## config.mk

```make
export PLATFORM = sky130hd
export DESIGN_NAME = seam_linear_feather_blend
export DESIGN_NICKNAME = d
export VERILOG_FILES = /design/src/hw/rtl/sfb_pkg.sv /design/src/hw/rtl/seam_linear_feather_blend.sv /design/src/hw/rtl/sfb_cfg.sv /design/src/hw/rtl/sfb_front.sv /design/src/hw/rtl/sfb_div_stage.sv
export SDC_FILE = /design/constraint.sdc
export NUM_CORES = 2
export LEC_CHECK = 0
export ABC_AREA = 1
export BUFFER_PORTS_ARGS = -buffer_cell sky130_fd_sc_hd__buf_2
export CAP_MARGIN = 5
export CORE_UTILIZATION = 45
export CTS_CLUSTER_DIAMETER = 60
export DETAILED_ROUTE_END_ITERATION = 16
export GPL_ROUTABILITY_DRIVEN = 0
export PLACE_DENSITY_LB_ADDON = 0.08
export SLEW_MARGIN = 20
export SYNTH_ARGS = -nofsm -noshare
export SYNTH_HDL_FRONTEND = slang
export SYNTH_SLANG_ARGS = --single-unit
export TNS_END_PERCENT = 1
```

## constraint.sdc

```tcl
create_clock -name clk -period 16.05 [get_ports clk]
set_input_delay 0.8025 -clock clk [delete_from_list [all_inputs] [get_ports clk]]
set_output_delay 0.8025 -clock clk [all_outputs]
set_load 0.05 [all_outputs]
```

## src/hw/rtl/sfb_pkg.sv

```systemverilog
// Shared types, widths and helpers for the seam feather blend block.
`default_nettype none

package sfb_pkg;

    localparam int MAX_WIDTH_VAL = 4096;
    localparam int COL_W = $clog2(MAX_WIDTH_VAL);
    localparam int DEN_W = COL_W + 1;
    localparam int PIX_W = 8;
    localparam int NUM_W = DEN_W + PIX_W;
    localparam int CHANNELS = 3;
    localparam int STEPS_PER_STAGE = 2;
    localparam int DIV_STAGES = PIX_W / STEPS_PER_STAGE;

    localparam logic [DEN_W-1:0] MAX_WIDTH = DEN_W'(MAX_WIDTH_VAL);
    localparam logic [DEN_W-1:0] WIDTH_RESET = DEN_W'(MAX_WIDTH_VAL);

    localparam int ADDR_W = 3;
    localparam logic REG_OVERLAP_START = 1'b0;
    localparam logic REG_IMAGE_WIDTH = 1'b1;

    typedef logic [CHANNELS-1:0][PIX_W-1:0] pixel_t;

    typedef struct packed {
        logic [COL_W-1:0] overlap_start;
        logic [DEN_W-1:0] image_width;
    } cfg_t;

    typedef struct packed {
        logic                          valid;
        logic                          wen;
        logic                          black;
        pixel_t                        first;
        logic [CHANNELS-1:0][NUM_W-1:0] rem;
        pixel_t                        quo;
    } pipe_t;

    function automatic logic [DEN_W-1:0] clamp_width(input logic [DEN_W-1:0] w);
        clamp_width = (w > MAX_WIDTH) ? MAX_WIDTH : w;
    endfunction

endpackage

`default_nettype wire

```

## src/hw/rtl/seam_linear_feather_blend.sv

```systemverilog
// Top level of the seam feather blend: register file, front stages, divider, output.
//
// Usage:
//   Configuration goes through the APB port: overlap_start at byte address 0,
//   image_width at byte address 4. pready is always high. Write the registers
//   only while no transaction is in flight.
//   A pixel pair is taken at each rising edge with start high and busy low.
//   busy is always low, so a new transaction may enter on every clock.
//   Each transaction gives one result: done is high for exactly one cycle
//   with write_enable and out_c0..out_c2 valid in that cycle.
//   A result passes through the input register, product stage, sum stage,
//   four divider stages and output register on its way to the ports.
//   Throughput: one pixel per clock, set by the fully pipelined divider that
//   retires two quotient bits per stage.
//   Results leave in the order taken; the receiver cannot stall them.
//   Reset clears all valid bits and returns the registers to overlap_start 0
//   and image_width 4096; transactions in flight are dropped.
`default_nettype none

module seam_linear_feather_blend (
    input  wire logic                       clk,
    input  wire logic                       rst_n,
    input  wire logic                       psel,
    input  wire logic                       penable,
    input  wire logic                       pwrite,
    input  wire logic [sfb_pkg::ADDR_W-1:0] paddr,
    input  wire logic [31:0]                pwdata,
    output logic      [31:0]                prdata,
    output logic                            pready,
    input  wire logic                       start,
    output logic                            busy,
    input  wire logic [sfb_pkg::COL_W-1:0]  column,
    input  wire logic [sfb_pkg::PIX_W-1:0]  first_c0,
    input  wire logic [sfb_pkg::PIX_W-1:0]  first_c1,
    input  wire logic [sfb_pkg::PIX_W-1:0]  first_c2,
    input  wire logic [sfb_pkg::PIX_W-1:0]  second_c0,
    input  wire logic [sfb_pkg::PIX_W-1:0]  second_c1,
    input  wire logic [sfb_pkg::PIX_W-1:0]  second_c2,
    output logic                            done,
    output logic                            write_enable,
    output logic      [sfb_pkg::PIX_W-1:0]  out_c0,
    output logic      [sfb_pkg::PIX_W-1:0]  out_c1,
    output logic      [sfb_pkg::PIX_W-1:0]  out_c2
);

    sfb_pkg::cfg_t             cfg;
    sfb_pkg::pixel_t           first_pix;
    sfb_pkg::pixel_t           second_pix;
    sfb_pkg::pipe_t            chain [sfb_pkg::DIV_STAGES+1];
    logic [sfb_pkg::DEN_W-1:0] den;

    logic            done_reg;
    logic            write_enable_reg;
    sfb_pkg::pixel_t out_reg;
    sfb_pkg::pixel_t out_next;

    assign busy       = 1'b0;
    assign first_pix  = {first_c2, first_c1, first_c0};
    assign second_pix = {second_c2, second_c1, second_c0};
    assign den        = sfb_pkg::clamp_width(cfg.image_width) - {1'b0, cfg.overlap_start};

    sfb_cfg u_cfg (
        .clk     (clk),
        .rst_n   (rst_n),
        .psel    (psel),
        .penable (penable),
        .pwrite  (pwrite),
        .paddr   (paddr),
        .pwdata  (pwdata),
        .prdata  (prdata),
        .pready  (pready),
        .cfg     (cfg)
    );

    sfb_front u_front (
        .clk      (clk),
        .rst_n    (rst_n),
        .start    (start),
        .column   (column),
        .first    (first_pix),
        .second   (second_pix),
        .cfg      (cfg),
        .pipe_out (chain[0])
    );

    for (genvar g = 0; g < sfb_pkg::DIV_STAGES; g++)
    begin : g_div
        sfb_div_stage u_div (
            .clk      (clk),
            .rst_n    (rst_n),
            .den      (den),
            .pipe_in  (chain[g]),
            .pipe_out (chain[g+1])
        );
    end

    always_comb
    begin
        priority if (!chain[sfb_pkg::DIV_STAGES].wen)
        begin
            out_next = '0;
        end
        else if (chain[sfb_pkg::DIV_STAGES].black)
        begin
            out_next = chain[sfb_pkg::DIV_STAGES].first;
        end
        else
        begin
            out_next = chain[sfb_pkg::DIV_STAGES].quo;
        end
    end

    always_ff @(posedge clk or negedge rst_n)
    begin
        if (!rst_n)
        begin
            done_reg <= 1'b0;
        end
        else
        begin
            done_reg <= chain[sfb_pkg::DIV_STAGES].valid;
        end
    end

    always_ff @(posedge clk)
    begin
        write_enable_reg <= chain[sfb_pkg::DIV_STAGES].wen;
        out_reg          <= out_next;
    end

    assign done         = done_reg;
    assign write_enable = write_enable_reg;
    assign out_c0       = out_reg[0];
    assign out_c1       = out_reg[1];
    assign out_c2       = out_reg[2];

endmodule

`default_nettype wire

```

## src/hw/rtl/sfb_cfg.sv

```systemverilog
// APB register file holding the overlap start and image width.
`default_nettype none

module sfb_cfg (
    input  wire logic                       clk,
    input  wire logic                       rst_n,
    input  wire logic                       psel,
    input  wire logic                       penable,
    input  wire logic                       pwrite,
    input  wire logic [sfb_pkg::ADDR_W-1:0] paddr,
    input  wire logic [31:0]                pwdata,
    output logic      [31:0]                prdata,
    output logic                            pready,
    output sfb_pkg::cfg_t                   cfg
);

    logic [sfb_pkg::COL_W-1:0] overlap_start_reg;
    logic [sfb_pkg::DEN_W-1:0] image_width_reg;
    logic                      wr_en;
    logic                      reg_sel;

    assign pready  = 1'b1;
    assign wr_en   = psel & penable & pwrite;
    assign reg_sel = paddr[2];

    always_ff @(posedge clk or negedge rst_n)
    begin
        if (!rst_n)
        begin
            overlap_start_reg <= '0;
            image_width_reg   <= sfb_pkg::WIDTH_RESET;
        end
        else if (wr_en)
        begin
            unique case (reg_sel)
                sfb_pkg::REG_OVERLAP_START:
                    overlap_start_reg <= pwdata[sfb_pkg::COL_W-1:0];
                sfb_pkg::REG_IMAGE_WIDTH:
                    image_width_reg <= pwdata[sfb_pkg::DEN_W-1:0];
                default: ;
            endcase
        end
    end

    always_comb
    begin
        prdata = '0;
        unique case (reg_sel)
            sfb_pkg::REG_OVERLAP_START:
                prdata[sfb_pkg::COL_W-1:0] = overlap_start_reg;
            sfb_pkg::REG_IMAGE_WIDTH:
                prdata[sfb_pkg::DEN_W-1:0] = image_width_reg;
            default: ;
        endcase
    end

    assign cfg.overlap_start = overlap_start_reg;
    assign cfg.image_width   = image_width_reg;

endmodule

`default_nettype wire

```

## src/hw/rtl/sfb_front.sv

```systemverilog
// Front stages: input capture, range check and weights, products, numerator sum.
`default_nettype none

module sfb_front (
    input  wire logic                      clk,
    input  wire logic                      rst_n,
    input  wire logic                      start,
    input  wire logic [sfb_pkg::COL_W-1:0] column,
    input  wire sfb_pkg::pixel_t           first,
    input  wire sfb_pkg::pixel_t           second,
    input  wire sfb_pkg::cfg_t             cfg,
    output sfb_pkg::pipe_t                 pipe_out
);

    // stage A: input register
    logic                      a_valid_reg;
    logic [sfb_pkg::COL_W-1:0] a_col_reg;
    sfb_pkg::pixel_t           a_first_reg;
    sfb_pkg::pixel_t           a_second_reg;

    // stage B: products
    logic                                              b_valid_reg;
    logic                                              b_wen_reg;
    logic                                              b_black_reg;
    sfb_pkg::pixel_t                                   b_first_reg;
    logic [sfb_pkg::CHANNELS-1:0][sfb_pkg::NUM_W-1:0]  b_pa_reg;
    logic [sfb_pkg::CHANNELS-1:0][sfb_pkg::NUM_W-1:0]  b_pb_reg;
    logic [sfb_pkg::CHANNELS-1:0][sfb_pkg::NUM_W-1:0]  b_pa_next;
    logic [sfb_pkg::CHANNELS-1:0][sfb_pkg::NUM_W-1:0]  b_pb_next;

    // stage C: numerator
    sfb_pkg::pipe_t c_reg;
    sfb_pkg::pipe_t c_next;

    logic [sfb_pkg::DEN_W-1:0] w_eff;
    logic [sfb_pkg::DEN_W-1:0] w_minus_col;
    logic [sfb_pkg::COL_W-1:0] col_minus_s;
    logic                      in_range;
    logic                      black;

    always_ff @(posedge clk or negedge rst_n)
    begin
        if (!rst_n)
        begin
            a_valid_reg <= 1'b0;
            b_valid_reg <= 1'b0;
            c_reg.valid <= 1'b0;
        end
        else
        begin
            a_valid_reg <= start;
            b_valid_reg <= a_valid_reg;
            c_reg       <= c_next;
        end
    end

    always_ff @(posedge clk)
    begin
        if (start)
        begin
            a_col_reg    <= column;
            a_first_reg  <= first;
            a_second_reg <= second;
        end
    end

    assign w_eff       = sfb_pkg::clamp_width(cfg.image_width);
    assign in_range    = (a_col_reg >= cfg.overlap_start) &&
                         ({1'b0, a_col_reg} < w_eff);
    assign black       = (a_second_reg == '0);
    assign w_minus_col = w_eff - {1'b0, a_col_reg};
    assign col_minus_s = a_col_reg - cfg.overlap_start;

    always_comb
    begin
        for (int ch = 0; ch < sfb_pkg::CHANNELS; ch++)
        begin
            b_pa_next[ch] = {{sfb_pkg::DEN_W{1'b0}}, a_first_reg[ch]} *
                            {{sfb_pkg::PIX_W{1'b0}}, w_minus_col};
            b_pb_next[ch] = {{sfb_pkg::DEN_W{1'b0}}, a_second_reg[ch]} *
                            {{(sfb_pkg::PIX_W + 1){1'b0}}, col_minus_s};
        end
    end

    always_ff @(posedge clk)
    begin
        b_wen_reg   <= in_range;
        b_black_reg <= black;
        b_first_reg <= a_first_reg;
        b_pa_reg    <= b_pa_next;
        b_pb_reg    <= b_pb_next;
    end

    always_comb
    begin
        c_next.valid = b_valid_reg;
        c_next.wen   = b_wen_reg;
        c_next.black = b_black_reg;
        c_next.first = b_first_reg;
        c_next.quo   = '0;
        for (int ch = 0; ch < sfb_pkg::CHANNELS; ch++)
        begin
            c_next.rem[ch] = b_pa_reg[ch] + b_pb_reg[ch];
        end
    end

    assign pipe_out = c_reg;

endmodule

`default_nettype wire

```

## src/hw/rtl/sfb_div_stage.sv

```systemverilog
// One registered stage of the restoring divider: two quotient bits per channel.
`default_nettype none

module sfb_div_stage (
    input  wire logic                      clk,
    input  wire logic                      rst_n,
    input  wire logic [sfb_pkg::DEN_W-1:0] den,
    input  wire sfb_pkg::pipe_t            pipe_in,
    output sfb_pkg::pipe_t                 pipe_out
);

    sfb_pkg::pipe_t           stage_reg;
    sfb_pkg::pipe_t           stage_next;
    logic [sfb_pkg::NUM_W-1:0] den_al;

    // divisor aligned to the top quotient bit
    assign den_al = {1'b0, den, {(sfb_pkg::PIX_W - 1){1'b0}}};

    always_comb
    begin
        logic [sfb_pkg::NUM_W-1:0] r;
        logic [sfb_pkg::PIX_W-1:0] q;
        stage_next = pipe_in;
        for (int ch = 0; ch < sfb_pkg::CHANNELS; ch++)
        begin
            r = pipe_in.rem[ch];
            q = pipe_in.quo[ch];
            for (int st = 0; st < sfb_pkg::STEPS_PER_STAGE; st++)
            begin
                if (r >= den_al)
                begin
                    r = r - den_al;
                    q = {q[sfb_pkg::PIX_W-2:0], 1'b1};
                end
                else
                begin
                    q = {q[sfb_pkg::PIX_W-2:0], 1'b0};
                end
                r = {r[sfb_pkg::NUM_W-2:0], 1'b0};
            end
            stage_next.rem[ch] = r;
            stage_next.quo[ch] = q;
        end
    end

    always_ff @(posedge clk or negedge rst_n)
    begin
        if (!rst_n)
        begin
            stage_reg.valid <= 1'b0;
        end
        else
        begin
            stage_reg <= stage_next;
        end
    end

    assign pipe_out = stage_reg;

endmodule

`default_nettype wire

```

==> results.json <==
{
  "wire_per_inst_um": 18.3,
  "startpoint_type": "register",
  "wl_mm": 159,
  "synth-main-ff-cell": "edfxtp_1",
  "start_util_pct": 45.3,
  "report.final.hold_viol_count": 0,
  "fin_skew_ps": 57.2,
  "synth_cells": 6754,
  "status": "finished clean",
  "min_period_ps": 8890,
  "cts_made_buffers": 92,
  "max_slew_margin_pct": 24.4,
  "fp.coreArea_mm2": 0.129,
  "drc_errors": 0,
  "cp.arrival_ps": 9320,
  "die_w_um": 363,
  "antenna_found_initial": 11,
  "hpwlAfterDp_mm": 126,
  "rr_endpoint": "g_div[1].u_div.pipe_out[32]",
  "path_max_fanout": 22,
  "drv_slew": 0,
  "synth_edf_count": 466,
  "cts_root_buf": "clkbuf_16",
  "setup_violations": 0,
  "critical_path_class": "reg2reg",
  "grt_first_pass_wirelength_mm": 250,
  "r2r_cells": 36,
  "synth.most_common_cell": "nand2_1",
  "path_delay_family": "simple AND/OR/NAND/NOR gates",
  "hp-class": "in2reg",
  "ys_ff_latch": 673,
  "numPortBuffers": 118,
  "crit_path_end_kind": "register",
  "synth_top_area_share_pct": 23.9,
  "cp_num_buf_inv": 3,
  "synthToLayoutAreaGrowth_pct": 9.64,
  "rows": 132,
  "grt_max_degree": 103,
  "cts.clk_slew.worst_paths_ps": 60,
  "slowest_delay_ps": 610,
  "h-tree-depth": 3,
  "drtIter0Drc": 2578,
  "ys_warn_count": 0,
  "layout.nets": 8041,
  "synthTopCellsByArea": "edfxtp_1, ha_1, fa_1",
  "ctsHoldBuffers": 0,
  "drt-vias-per-instance": 5.21,
  "fin_tns_setup_ps": 0,
  "rsz0062_at_grt": "false",
  "ant_nets": 0,
  "largest_register_ffs": 321,
  "drive_gt1_share_pct": 6.80,
  "clock_latency_ps": 720,
  "via_count": 45400,
  "worstMarginPinSlew_ps": 1120,
  "yosysSeqAreaShare_pct": 31.2,
  "netlist_area_mm2": 0.0587,
  "fillerInstances": 12500,
  "grt_overflow": 0,
  "grt_use_total_pct": 24.4,
  "critical_path_required_ps": 16480,
  "min_period_over_period_pct": 55.4,
  "die_height_um": 363,
  "critPathMostFrequentCell": "nand2_1",
  "crit_path_start": "u_cfg.image_width_reg[2]",
  "cp-endpoint": "g_div[1].u_div.pipe_out[32]",
  "cts_tree": "yes",
  "dr.pass1.iters": 5,
  "place_area_mm2": 0.0612,
  "place_ws_ps": 7180,
  "maxCapViolCount": 0,
  "worstHoldStart": "first_c1[1]",
  "yosys.cell_types.count": 70,
  "max_freq_mhz": 113,
  "cp_slowest_cell": "nor2_1",
  "ctsResizeCount": 0,
  "pin_count": 161,
  "synth_common_cells": "nand2_1, inv_1, ha_1",
  "fin_area_mm2": 0.0643,
  "cp.depth": 36,
  "grt_pass1_vias": 45000,
  "cts.sinks": 673,
  "avgSynthCellArea_um2": 8.68,
  "cts_setup_buffers": 0,
  "rr_startpoint": "u_cfg.image_width_reg[2]",
  "clock_path_buffers": 3,
  "async_reset_ff_share_pct": 4.90,
  "fin_ws_ps": 7160,
  "yosys.area.top_type": "edfxtp_1",
  "r2r_setup_slack_ps": 7160,
  "die-area_mm2": 0.132
}
==> metal layers <==
metal / track usage, % / routed length, µm
met5: 0 / 0
met4: 9.46 / 6520
met3: 3.51 / 8330
met2: 40.6 / 74100
met1: 32.1 / 70500
==> worst min path at each step <==
stage | cells after the start | end | slack, ps
after floorplan | 0 | done | 330
after global placement | 0 | g_div[2].u_div.pipe_out[113] | 330
after detailed placement | 0 | g_div[1].u_div.pipe_out[113] | 330
after global routing | 1 | u_front.a_first_reg[9] | 210
after CTS | 1 | u_front.a_first_reg[7] | 190
final | 1 | u_front.a_first_reg[9] | 250
==> worst reg2reg max path: cells and delay by family, from the launching register on <==
family	cells	cell delay, ps
flops	1	520
fa+ha+maj	3	1110
xor+xnor	1	600
simple gates	18	3050
compound gates	11	2230
buf+inv	3	1110
==> kinds of logic (layout without fill, tap and decap cells) <==
family,Yosys count,in the layout,share of synthesized area (%)
AND/OR/NAND/NOR,2551,2551,18.7
other,2,24,0.0128
XOR/XNOR,360,360,5.44
buffers and inverters,1102,1295,7.49
flip-flops,673,673,31.2
AO/OA/AOI/OAI,1012,1012,9.52
adder cells (fa/ha/maj),1054,1054,27.7
==> per-stage QoR <==
| stage | util [%] | instances | hold slack, ps |
|---|---|---|---|
| floorplan | - | 6773 | 331 |
| global placement | 47.3 | 8534 | 334 |
| detailed placement | 47.3 | 8534 | 335 |
| CTS | 49.7 | 8708 | 193 |
| global route | 49.7 | 8708 | 209 |
| finish | 49.7 | 8711 | 251 |
==> area by class of cell <==
type	instances	area (µm²)	share of cell area, %
antenna	3	7.51	0.0117
tap	1742	2180	3.39
clock inverter	67	734	1.14
timing repair buffer	158	903	1.40
clock buffer	107	2370	3.68
inverter	963	3620	5.62
sequential	673	18300	28.5
multi-input combinational	4998	36200	56.3
==> placed cells by master, fill, tap and decap left out, types with 35 or more instances in the layout <==
master | Yosys | final
nand4_1 | 65 | 65
nand3_1 | 290 | 290
xor2_1 | 228 | 221
nand2_1 | 1324 | 1323
nor2_2 | 42 | 42
buf_2 | 35 | 116
nor3_1 | 67 | 67
nor2_1 | 611 | 611
a21oi_1 | 460 | 460
a21o_1 | 46 | 46
ha_1 | 649 | 649
nor4_1 | 35 | 35
clkinv_1 | 27 | 35
o21ai_0 | 318 | 318
dfxtp_1 | 174 | 174
a31oi_1 | 41 | 41
edfxtp_1 | 466 | 466
xnor2_1 | 130 | 126
inv_1 | 932 | 931
buf_4 | 26 | 41
fa_1 | 405 | 404
clkbuf_16 | 0 | 92
Power is left out: the tool's default activity adds up to more than one toggle a clock period on the data nets, which glitch-free logic cannot reach.
